===== src/rtl/core/led_effect_duty_generator_top_macros.svh =====
// Assertion macros shared by the LED effect duty generator.
`ifndef LED_EFFECT_DUTY_GENERATOR_TOP_MACROS_SVH
`define LED_EFFECT_DUTY_GENERATOR_TOP_MACROS_SVH

// Checks a property at every clock edge outside reset.
`define LED_ASSERT(label, prop, msg) \
  label: assert property (@(posedge clk_i) disable iff (!rst_ni) (prop)) else $error(msg);

// Checks that a condition in one cycle is followed by a result in the next.
`define LED_ASSERT_NEXT(label, cond, res, msg) \
  label: assert property (@(posedge clk_i) disable iff (!rst_ni) (cond) |=> (res)) \
    else $error(msg);

`endif


===== src/rtl/core/led_duty_pkg.sv =====
// Types, constants and helper functions for the LED effect duty generator.
package led_duty_pkg;

  localparam int TIME_BITS = 32;
  localparam int CNT_W     = $clog2(TIME_BITS);
  localparam int PHASE_W   = 17;
  localparam int ADDR_W    = 5;

  localparam logic [2:0] MODE_OFF   = 3'd0;
  localparam logic [2:0] MODE_ON    = 3'd1;
  localparam logic [2:0] MODE_BLINK = 3'd2;
  localparam logic [2:0] MODE_GLOW  = 3'd3;
  localparam logic [2:0] MODE_PULSE = 3'd4;

  localparam logic [7:0] FULL_DUTY  = 8'd255;
  localparam logic [7:0] PULSE_DUTY = 8'd50;

  localparam logic [2:0] REG_BLINK_PERIOD  = 3'd0;
  localparam logic [2:0] REG_BLINK_ON_TIME = 3'd1;
  localparam logic [2:0] REG_GLOW_PERIOD   = 3'd2;
  localparam logic [2:0] REG_GLOW_RISE_END = 3'd3;
  localparam logic [2:0] REG_GLOW_FALL_END = 3'd4;
  localparam logic [2:0] REG_PULSE_LENGTH  = 3'd5;

  localparam logic [15:0] BLINK_PERIOD_RST  = 16'd1000;
  localparam logic [15:0] BLINK_ON_TIME_RST = 16'd500;
  localparam logic [15:0] GLOW_PERIOD_RST   = 16'd2048;
  localparam logic [15:0] GLOW_RISE_END_RST = 16'd1024;
  localparam logic [15:0] GLOW_FALL_END_RST = 16'd2048;
  localparam logic [31:0] PULSE_LENGTH_RST  = 32'd100;

  typedef enum logic [1:0] {
    ST_IDLE,
    ST_DIV,
    ST_DONE
  } state_e;

  // A period of zero behaves as 65536.
  function automatic logic [PHASE_W-1:0] eff_period(input logic [15:0] period);
    eff_period = (period == 16'd0) ? {1'b1, 16'd0} : {1'b0, period};
  endfunction

  // Quarter of a ramp value, clipped to full brightness.
  function automatic logic [7:0] ramp_sat(input logic [PHASE_W-1:0] v);
    logic [PHASE_W-3:0] q;
    q = v[PHASE_W-1:2];
    ramp_sat = (q > {{(PHASE_W-10){1'b0}}, FULL_DUTY}) ? FULL_DUTY : q[7:0];
  endfunction

endpackage


===== src/rtl/core/led_effect_duty_generator_top.sv =====
// LED effect duty generator: time keeping, mode state and bit-serial phase reduction.
`include "led_effect_duty_generator_top_macros.svh"

// Each transaction on the input channel is either a millisecond tick or a mode
// change, and yields one transaction on the output with the 8-bit duty and the
// mode in force. An item is taken in the idle state; the restoring divider then
// reduces the time to a phase within the blink or glow period one time bit at a
// time, and the duty is evaluated and registered once the output register is
// free. The next item is taken as soon as that result is registered, even while
// it still waits on the output register. Registers sit on the APB port at byte
// addresses 0x00 to 0x14; a period of zero counts as 65536.
module led_effect_duty_generator_top (
  input  logic                         clk_i,
  input  logic                         rst_ni,
  input  logic                         psel,
  input  logic                         penable,
  input  logic                         pwrite,
  input  logic [led_duty_pkg::ADDR_W-1:0] paddr,
  input  logic [31:0]                  pwdata,
  output logic [31:0]                  prdata,
  output logic                         pready,
  input  logic                         in_valid_i,
  output logic                         in_ready_o,
  input  logic                         cmd_i,
  input  logic [2:0]                   new_mode_i,
  output logic                         out_valid_o,
  input  logic                         out_ready_i,
  output logic [7:0]                   duty_o,
  output logic [2:0]                   mode_now_o
);
  import led_duty_pkg::*;

  logic [15:0] blink_period_q, blink_on_time_q, glow_period_q;
  logic [15:0] glow_rise_end_q, glow_fall_end_q;
  logic [31:0] pulse_length_q;

  logic [TIME_BITS-1:0] time_q, time_d, pulse_end_q, pulse_end_d;
  logic [2:0]           mode_q, mode_d;
  state_e               state_q, state_d;
  logic [CNT_W-1:0]     cnt_q;
  logic [TIME_BITS-1:0] dvd_q;
  logic [PHASE_W-1:0]   rem_q, div_q, rem_d, div_d;
  logic [PHASE_W:0]     trial;
  logic [7:0]           duty_q, duty_d;
  logic [2:0]           mode_now_q, mode_fin;
  logic                 out_valid_q;
  logic                 in_fire, slot_free, div_step, finish, cfg_wr;
  logic [2:0]           reg_idx;

  assign pready  = 1'b1;
  assign reg_idx = paddr[ADDR_W-1:2];
  assign cfg_wr  = psel && penable && pwrite;

  always_ff @(posedge clk_i or negedge rst_ni) begin
    if (!rst_ni) begin
      blink_period_q  <= BLINK_PERIOD_RST;
      blink_on_time_q <= BLINK_ON_TIME_RST;
      glow_period_q   <= GLOW_PERIOD_RST;
      glow_rise_end_q <= GLOW_RISE_END_RST;
      glow_fall_end_q <= GLOW_FALL_END_RST;
      pulse_length_q  <= PULSE_LENGTH_RST;
    end else if (cfg_wr) begin
      case (reg_idx)
        REG_BLINK_PERIOD:  blink_period_q  <= pwdata[15:0];
        REG_BLINK_ON_TIME: blink_on_time_q <= pwdata[15:0];
        REG_GLOW_PERIOD:   glow_period_q   <= pwdata[15:0];
        REG_GLOW_RISE_END: glow_rise_end_q <= pwdata[15:0];
        REG_GLOW_FALL_END: glow_fall_end_q <= pwdata[15:0];
        REG_PULSE_LENGTH:  pulse_length_q  <= pwdata;
        default: ;
      endcase
    end
  end

  always_comb begin
    case (reg_idx)
      REG_BLINK_PERIOD:  prdata = {16'd0, blink_period_q};
      REG_BLINK_ON_TIME: prdata = {16'd0, blink_on_time_q};
      REG_GLOW_PERIOD:   prdata = {16'd0, glow_period_q};
      REG_GLOW_RISE_END: prdata = {16'd0, glow_rise_end_q};
      REG_GLOW_FALL_END: prdata = {16'd0, glow_fall_end_q};
      REG_PULSE_LENGTH:  prdata = pulse_length_q;
      default:           prdata = 32'd0;
    endcase
  end

  // Effect of the incoming item on time, mode and pulse end.
  always_comb begin
    time_d      = time_q;
    mode_d      = mode_q;
    pulse_end_d = pulse_end_q;
    if (!cmd_i) begin
      time_d = time_q + TIME_BITS'(1);
    end else begin
      mode_d = (new_mode_i > MODE_PULSE) ? MODE_OFF : new_mode_i;
      if (mode_d == MODE_PULSE) begin
        pulse_end_d = time_q + TIME_BITS'(pulse_length_q);
      end
    end
  end

  assign div_d = (mode_d == MODE_BLINK) ? eff_period(blink_period_q)
                                        : eff_period(glow_period_q);

  // One restoring step: bring in the next time bit, subtract if it fits.
  always_comb begin
    trial = {rem_q, dvd_q[TIME_BITS-1]};
    if (trial >= {1'b0, div_q}) begin
      trial = trial - {1'b0, div_q};
    end
    rem_d = trial[PHASE_W-1:0];
  end

  assign slot_free = !out_valid_q || out_ready_i;

  always_comb begin
    state_d = state_q;
    case (state_q)
      ST_IDLE: if (in_valid_i) state_d = ST_DIV;
      ST_DIV:  if (cnt_q == '0) state_d = ST_DONE;
      ST_DONE: if (slot_free) state_d = ST_IDLE;
      default: state_d = ST_IDLE;
    endcase
  end

  always_comb begin
    in_ready_o = 1'b0;
    div_step   = 1'b0;
    finish     = 1'b0;
    case (state_q)
      ST_IDLE: in_ready_o = 1'b1;
      ST_DIV:  div_step   = 1'b1;
      ST_DONE: finish     = slot_free;
      default: ;
    endcase
  end

  assign in_fire = in_valid_i && in_ready_o;

  // Duty of the current mode at the phase left in the remainder.
  always_comb begin
    mode_fin = mode_q;
    case (mode_q)
      MODE_ON:    duty_d = FULL_DUTY;
      MODE_BLINK: duty_d = (rem_q < {1'b0, blink_on_time_q}) ? FULL_DUTY : 8'd0;
      MODE_GLOW: begin
        if (rem_q < {1'b0, glow_rise_end_q}) begin
          duty_d = ramp_sat(rem_q);
        end else if (rem_q < {1'b0, glow_fall_end_q}) begin
          duty_d = ramp_sat({1'b0, glow_fall_end_q} - rem_q);
        end else begin
          duty_d = 8'd0;
        end
      end
      MODE_PULSE: begin
        duty_d = PULSE_DUTY;
        if (time_q >= pulse_end_q) mode_fin = MODE_OFF;
      end
      default:    duty_d = 8'd0;
    endcase
  end

  always_ff @(posedge clk_i or negedge rst_ni) begin
    if (!rst_ni) begin
      state_q     <= ST_IDLE;
      time_q      <= '0;
      mode_q      <= MODE_OFF;
      pulse_end_q <= '0;
      cnt_q       <= '0;
      out_valid_q <= 1'b0;
    end else begin
      state_q <= state_d;
      if (in_fire) begin
        time_q      <= time_d;
        mode_q      <= mode_d;
        pulse_end_q <= pulse_end_d;
        cnt_q       <= CNT_W'(TIME_BITS - 1);
      end else if (div_step) begin
        cnt_q <= cnt_q - CNT_W'(1);
      end
      if (finish) begin
        mode_q      <= mode_fin;
        out_valid_q <= 1'b1;
      end else if (out_ready_i) begin
        out_valid_q <= 1'b0;
      end
    end
  end

  always_ff @(posedge clk_i) begin
    if (in_fire) begin
      dvd_q <= time_d;
      rem_q <= '0;
      div_q <= div_d;
    end else if (div_step) begin
      dvd_q <= {dvd_q[TIME_BITS-2:0], 1'b0};
      rem_q <= rem_d;
    end
    if (finish) begin
      duty_q     <= duty_d;
      mode_now_q <= mode_fin;
    end
  end

  assign out_valid_o = out_valid_q;
  assign duty_o      = duty_q;
  assign mode_now_o  = mode_now_q;

  `LED_ASSERT(a_mode_legal, mode_q <= MODE_PULSE, "stored mode out of range")
  `LED_ASSERT(a_rem_below_div, (state_q != ST_DIV) || (rem_q < div_q),
              "partial remainder reached the divisor")
  `LED_ASSERT_NEXT(a_accept_starts, in_fire,
                   (state_q == ST_DIV) && (cnt_q == CNT_W'(TIME_BITS - 1)),
                   "accepted item did not start the divider")
  `LED_ASSERT_NEXT(a_finish_valid, finish, out_valid_q && (state_q == ST_IDLE),
                   "finished item produced no result")

endmodule

===== config.mk =====
export PLATFORM = sky130hd
export DESIGN_NAME = led_effect_duty_generator_top
export DESIGN_NICKNAME = d
export VERILOG_FILES = /design/src/rtl/core/led_duty_pkg.sv /design/src/rtl/core/led_effect_duty_generator_top.sv
export VERILOG_INCLUDE_DIRS = /design/src /design/src/rtl/core
export SDC_FILE = /design/constraint.sdc
export NUM_CORES = 1
export LEC_CHECK = 0
export ABC_AREA = 1
export BUFFER_PORTS_ARGS = -buffer_cell sky130_fd_sc_hd__buf_2
export CAP_MARGIN = 40
export CORE_MARGIN = 2
export CORE_UTILIZATION = 55
export CTS_CLUSTER_DIAMETER = 40
export CTS_CLUSTER_SIZE = 8
export DETAILED_ROUTE_END_ITERATION = 10
export PLACE_DENSITY_LB_ADDON = 0.15
export SLEW_MARGIN = 20
export SYNTH_ARGS = -nofsm -noshare
export SYNTH_HDL_FRONTEND = slang
export SYNTH_SLANG_ARGS = --single-unit

===== constraint.sdc =====
create_clock -name clk_i -period 3.85 [get_ports clk_i]
set_clock_uncertainty 0.05 [all_clocks]
set_input_delay 0.77 -clock clk_i [delete_from_list [all_inputs] [get_ports clk_i]]
set_output_delay 0.77 -clock clk_i [all_outputs]
set_load 0.05 [all_outputs]

==> results of run 1 <==
layer usage:
metal | track usage, % | vias to the layer above | part of all wire (%) | wire, um
li1 | - | 7812 | - | -
met1 | 45.7 | 7457 | 46 | 23000
met2 | 44.5 | 703 | 42 | 20700
met3 | 6.37 | 85 | 9.9 | 4950
met4 | 8.19 | 2 | 2.5 | 1230
met5 | 0 | - | 0.026 | 13
placed cells by master, fill, tap and decap left out, types with 18 or more instances in the layout:
| master | n |
|---|---|
| nor2_1 | 125 |
| o21ai_0 | 246 |
| nand3_1 | 86 |
| edfxtp_1 | 60 |
| xnor2_1 | 19 |
| clkbuf_1 | 24 |
| clkbuf_16 | 45 |
| buf_2 | 89 |
| nor3_1 | 32 |
| o21ai_1 | 29 |
| inv_1 | 350 |
| dfstp_2 | 18 |
| ha_1 | 129 |
| nand4_1 | 31 |
| a21oi_1 | 122 |
| nand2_1 | 639 |
| dfrtp_1 | 169 |
cell usage after synthesis, types with 4 or more instances:
library cell	number	area, um2
o21ai_1	29	145
dfrtp_1	169	4230
dfxtp_1	17	340
o21bai_1	6	45.0
o21ai_0	246	1230
nand3b_1	9	67.6
ha_1	129	1610
nor2_4	8	90.1
nand3_1	86	430
a31oi_1	8	50.1
a21oi_1	122	611
dfstp_2	18	473
o221ai_1	7	61.3
or2_2	9	56.3
o211ai_1	16	120
inv_1	351	1320
a21o_1	8	60.1
o31ai_1	4	30.0
o22ai_1	12	75.1
clkbuf_1	41	154
edfxtp_1	60	1800
nor3_1	32	160
buf_2	14	70.1
a221oi_1	5	43.8
o21a_1	4	30.0
nor4_1	13	81.3
nand4_1	31	194
xor2_1	15	131
nand2_1	639	2400
a22oi_1	12	90.1
inv_2	12	45.0
nor3_2	5	50.1
nand2_2	4	25.0
nor2_1	126	473
xnor2_1	19	166
flip-flops by register name, indices dropped and copies added, names as in the netlist:
register / flops
time_q: 32
glow_rise_end_q: 16
dvd_q: 32
rem_q: 17
cnt_q: 5
duty_o: 8
mode_now_o: 3
blink_period_q: 16
div_q: 17
glow_fall_end_q: 16
pulse_length_q: 32
mode_q: 3
out_valid_o: 1
pulse_end_q: 32
blink_on_time_q: 16
glow_period_q: 16
state_q: 2
layout make-up:
cell class                      instances  area (um2)
Clock inverter                          9         115
Multi-Input combinational cell       1628        8750
Fill cell                            2752       11200
Antenna cell                            1        2.50
Sequential cell                       264        6840
Timing Repair Buffer                  112         664
Inverter                              365        1370
Clock buffer                           71        1240
Tap cell                              396         495
worst reg2reg max path, stage by stage (launching register included):
cell and delay [ps]:
dfxtp_1 520, inv_1 110, ha_1 390, nand2_1 90
nor2_1 250, nand3_1 180, nand3_1 120, nand2_1 50
nand2_1 60, nand3_1 80, nor2_2 300, nand3_1 140
nand2_1 90, nand2_1 60, nand2_1 90, nand2_1 50
per-stage QoR:
step	instance area, um2	worst slack, ps
finish	19500	554
global route	19500	464
CTS	19500	620
detailed placement	18100	628
global placement	18100	632
floorplan	17200	594
cell families (layout without fill, tap and decap cells):
kind of cell	count (synthesis)	after routing	synth area share [%]
and+or+nand+nor	973	973	23.9
AOI/OAI and AO/OA	489	489	15.6
buffers and inverters	424	557	9.38
DFF	264	264	39.8
adders and majority gates	131	131	9.61
xor gates and xnor gates	34	34	1.73
other	1	2	0.0218
how the worst max path moves through the flow:
stage / end / slack (ps)
finish: prdata[0] / 550
global route: prdata[4] / 460
detailed placement: prdata[4] / 630
CTS: prdata[4] / 620
floorplan: prdata[8] / 590
global placement: prdata[4] / 630
where the power goes:
group / total, mW / internal, mW / switching [mW]
clock network: 3.62 / 2.28 / 1.34
logic: 7.39 / 2.56 / 4.83
registers: 5.08 / 4.01 / 1.06
==> impl_metrics.json, run 1 <==
{
  "relSlewSlack_pct": 49.1,
  "path_common_cell": "buf_2",
  "critPathTopFamily": "compound AO/OA/AOI/OAI gates",
  "reg2reg_slack_ps": 970,
  "synth.distinct_cells": 56,
  "finalHoldViolCount": 0,
  "layout.nets": 2594,
  "io_buffers": 90,
  "crit_start": "paddr[3]",
  "ys_async_sr_fraction_pct": 70.8,
  "dp.cells": 2765,
  "crit_buf_inv": 2,
  "hold_ws_ps": 200,
  "fin_util_pct": 63.5,
  "required_ps": 3030,
  "ys.warnings.count": 0,
  "fp.dieH_um": 181,
  "slew_violations": 0,
  "postRouteAntennaNets": 0,
  "core_um2": 30700,
  "rsz0062_at_grt": "false",
  "arrival_ps": 2480,
  "hp-class": "primary input to async pin",
  "drive_above_1_share_pct": 9.60,
  "clock-root-buffer": "clkbuf_16",
  "gr-total-overflow": 0,
  "worst_pin_slew_ps": 762,
  "path_max_fanout": 17,
  "max_stage_delay_ps": 460,
  "grt_usage_pct": 30.5,
  "ys_seq_area_share_pct": 39.8,
  "setup_tns_ps": 0,
  "drc": 0,
  "period_share_pct": 85.6,
  "post_drt_wl_per_cell_um": 17.5,
  "synth_edf_count": 60,
  "cts_hold_buf": 0,
  "syn_inst": 2316,
  "crit_slowest_cell": "nand2_1",
  "grt_first_pass_wirelength_mm": 79.6,
  "vias": 16059,
  "power_density_nw_per_um2": 825,
  "timing.fmax_ghz": 0.303,
  "finalPower_mw": 16.1,
  "syn-num-nets": 2495,
  "status": "finished clean",
  "cts_htree_levels": 2,
  "antenna_found_initial": 1,
  "ir_drop_mv": 0.451,
  "grt_pass1_vias": 14918,
  "first_pass_iters": 5,
  "pin_count": 94,
  "cts_buffers": 44,
  "post_cts_buffers": 0,
  "grt_start_max_net_pins": 81,
  "dieWidth_um": 181,
  "startpoint_type": "primary input",
  "die_area_um2": 32700,
  "final_cells": 2846,
  "worstReg2RegStart": "rem_q[9]",
  "ys.flop_type": "dfrtp_1",
  "clk_latency_ps": 550,
  "path_cells": "buf_2 > nor2_1 > nand2_1 > o22ai_1 > a21oi_1 > o211ai_1 > buf_2",
  "synth.avg_cell_area_um2": 7.43,
  "clock_sink_count": 264,
  "drv_cap": 0,
  "worst-setup-path-type": "primary input to primary output",
  "place.gp.congestion": 0.977,
  "syn_to_final_growth_pct": 13.3,
  "end_kind": "primary output",
  "drtIter0Drc": 1439,
  "vias_per_cell": 5.64,
  "r2r-end": "duty_o[6]",
  "finalWirelength_mm": 49.9,
  "cts_buffer_depth": 3,
  "p_leak_nw": 9.74,
  "setup-violations-final": 0,
  "synth_seq_cells": 264,
  "synth_area_um2": 17200,
  "reg2regPathDepth": 15,
  "dp_hpwl_mm": 38.2,
  "start_util_pct": 56.1,
  "clk_pin_slew_ps": 50,
  "num_rows": 64,
  "final.min_clock_period_ps": 3300,
  "cts_tree": "done",
  "cp.depth": 7,
  "cts_resized": 0
}
Power figures use the tool's default switching activity.
==> run 2: changes to the inputs <==
==> constraint.sdc (replaced) <==
create_clock -name clk_i -period 3 [get_ports clk_i]
set_clock_uncertainty 0.05 [all_clocks]
set_input_delay 0.6 -clock clk_i [delete_from_list [all_inputs] [get_ports clk_i]]
set_output_delay 0.6 -clock clk_i [all_outputs]
set_load 0.05 [all_outputs]
==> impl_metrics.json, run 2 (synthesized netlist as in run 1, its figures left out) <==
{
  "cts_buffers": 43,
  "syn_to_final_growth_pct": 14.5,
  "start_util_pct": 56.1,
  "max_stage_delay_ps": 510,
  "first_pass_iters": 6,
  "grt_first_pass_wirelength_mm": 80.4,
  "fp.dieH_um": 181,
  "grt.busiest_layer": "met1",
  "num_rows": 64,
  "antenna_cells": 0,
  "switching_share_pct": 44.7,
  "setup_tns_ps": 0,
  "reg2reg_slack_ps": 230,
  "grt_start_max_net_pins": 76,
  "drtIter0Drc": 1740,
  "grt_pass1_vias": 15137,
  "path_max_fanout": 8,
  "relSlewSlack_pct": 53.9,
  "final_cells": 2866,
  "path_cells": "inv_1 > ha_1 > nand2_1 > inv_2 > a21oi_1 > nor2_1 > nor2_1 > nand2_1 > nand2_1 > nand2_1 > nor2_4 > nand3_1 > nand2_1 > nand2_1 > nand2_1 > nand2_1",
  "p_comb_share_pct": 46.7,
  "slew_violations": 0,
  "gr-usage-met2_pct": 45.5,
  "seqPwrFrac_pct": 30.6,
  "cts_buffer_depth": 3,
  "cts_tree": "done",
  "final_cell_mix": "639 x nand2_1, 350 x inv_1, 246 x o21ai_0",
  "vias": 16111,
  "switching_power_mw": 9.38,
  "worstReg2RegStart": "rem_q[10]",
  "pin_count": 94,
  "period_share_pct": 92.2,
  "drv_cap": 0,
  "crit_slowest_cell": "dfxtp_1",
  "dieWidth_um": 181,
  "clkPwrFrac_pct": 22.7,
  "p_int_mw": 11.6,
  "antenna_found_initial": 1,
  "grt_usage_pct": 30.8,
  "vias_per_cell": 5.62,
  "path_common_cell": "nand2_1",
  "worst-setup-path-type": "register to register",
  "fin_util_pct": 64.2,
  "timing.fmax_ghz": 0.362,
  "clock-root-buffer": "clkbuf_16",
  "core_um2": 30700,
  "grt_use_met1_pct": 46.4,
  "setup-violations-final": 0,
  "post_drt_wl_per_cell_um": 17.6,
  "arrival_ps": 3000,
  "io_buffers": 90,
  "layout.nets": 2615,
  "clk_pin_slew_ps": 50,
  "crit_start": "rem_q[10]",
  "end_kind": "register",
  "finalHoldViolCount": 0,
  "postRouteAntennaNets": 0,
  "crit_buf_inv": 2,
  "gr-total-overflow": 0,
  "dp_hpwl_mm": 38.6,
  "final.min_clock_period_ps": 2770,
  "p_leak_nw": 9.88,
  "clock_sink_count": 264,
  "dp.cells": 2787,
  "required_ps": 3230,
  "critPathTopFamily": "simple AND/OR/NAND/NOR gates",
  "die_area_um2": 32700,
  "power_density_nw_per_um2": 1070,
  "hp-class": "primary input to async pin",
  "cts_htree_levels": 2,
  "layout_commonest_cell": "nand2_1",
  "clk_latency_ps": 550,
  "grtUsageMet3_pct": 5.64,
  "place.gp.congestion": 0.948,
  "startpoint_type": "register",
  "ir_drop_mv": 0.611,
  "status": "finished clean",
  "worst_pin_slew_ps": 686,
  "rsz0062_at_grt": "false",
  "drc": 0,
  "finalWirelength_mm": 50.5,
  "drive_above_1_share_pct": 10.6
}
run 2: cell types whose count changed in the layout (fill, tap and decap cells not counted), moves of 2 or more:
cell / delta
clkbuf_8: +5
buf_6: -2
buf_12: +3
clkbuf_16: -2
buf_4: +22
clkbuf_1: -4
run 2: area by class of cell:
type,count,area (um2)
Clock buffer,70,1250
Fill cell,2728,11000
Inverter,365,1370
Timing Repair Buffer,134,852
Sequential cell,264,6840
Multi-Input combinational cell,1628,8760
Clock inverter,9,129
Tap cell,396,495
run 2: per-layer routing:
metal,part of all wire [%],up-vias
met5,0,-
met1,46,7421
met4,2.7,0
met3,9.9,108
li1,-,7853
met2,41,729
run 2: path summary, 6_finish.rpt:
path | to | cells after the start
min reg2reg | pulse_end_q[27] | 2
min in group clk_i | pulse_length_q[29] | 3
min | glow_period_q[12] | 1
max | duty_o[5] | 16
max reg2reg | duty_o[5] | 16
max in group asynchronous | pulse_length_q[5] | 2
run 2: power groups by stage:
stage | logic, mW | clock network (mW) | registers (mW)
floorplan | 7.15 | 0 | 6.03
global placement | 9.36 | 0 | 6.38
detailed placement | 9.63 | 0 | 6.41
CTS | 9.71 | 4.79 | 6.38
global route | 11.2 | 4.98 | 6.55
finish | 9.80 | 4.75 | 6.43
run 2: metrics by stage:
stage | setup slack (ps) | area (um2) | power, mW | hold slack, ps
2_1_floorplan | 74.1 | 17200 | 13.2 | 254
3_3_place_gp | 329 | 18300 | 15.7 | 416
3_5_place_dp | 319 | 18300 | 16.0 | 418
4_1_cts | 303 | 19700 | 20.9 | 38.7
5_1_grt | 57.1 | 19700 | 22.7 | 56.6
6_report | 234 | 19700 | 21.0 | 7.03
run 2: timing repair:
| item | in CTS | in global routing |
|---|---|---|
| resized for setup | 0 | 1 |
| hold buffers | 0 | 0 |
| setup buffers | 0 | 0 |
| setup endpoints to repair | 0 | 2 |
| endpoints found under the hold margin | 0 | 0 |
run 2: worst reg2reg max path, cell delays in order, from the launching register on:
cell and delay, ps:
dfxtp_1 510, inv_1 110, ha_1 370, nand2_1 120, inv_2 40, a21oi_1 240
nor2_1 70, nor2_1 180, nand2_1 100, nand2_1 60, nand2_1 80, nor2_4 210
nand3_1 130, nand2_1 70, nand2_1 40, nand2_1 70, nand2_1 60
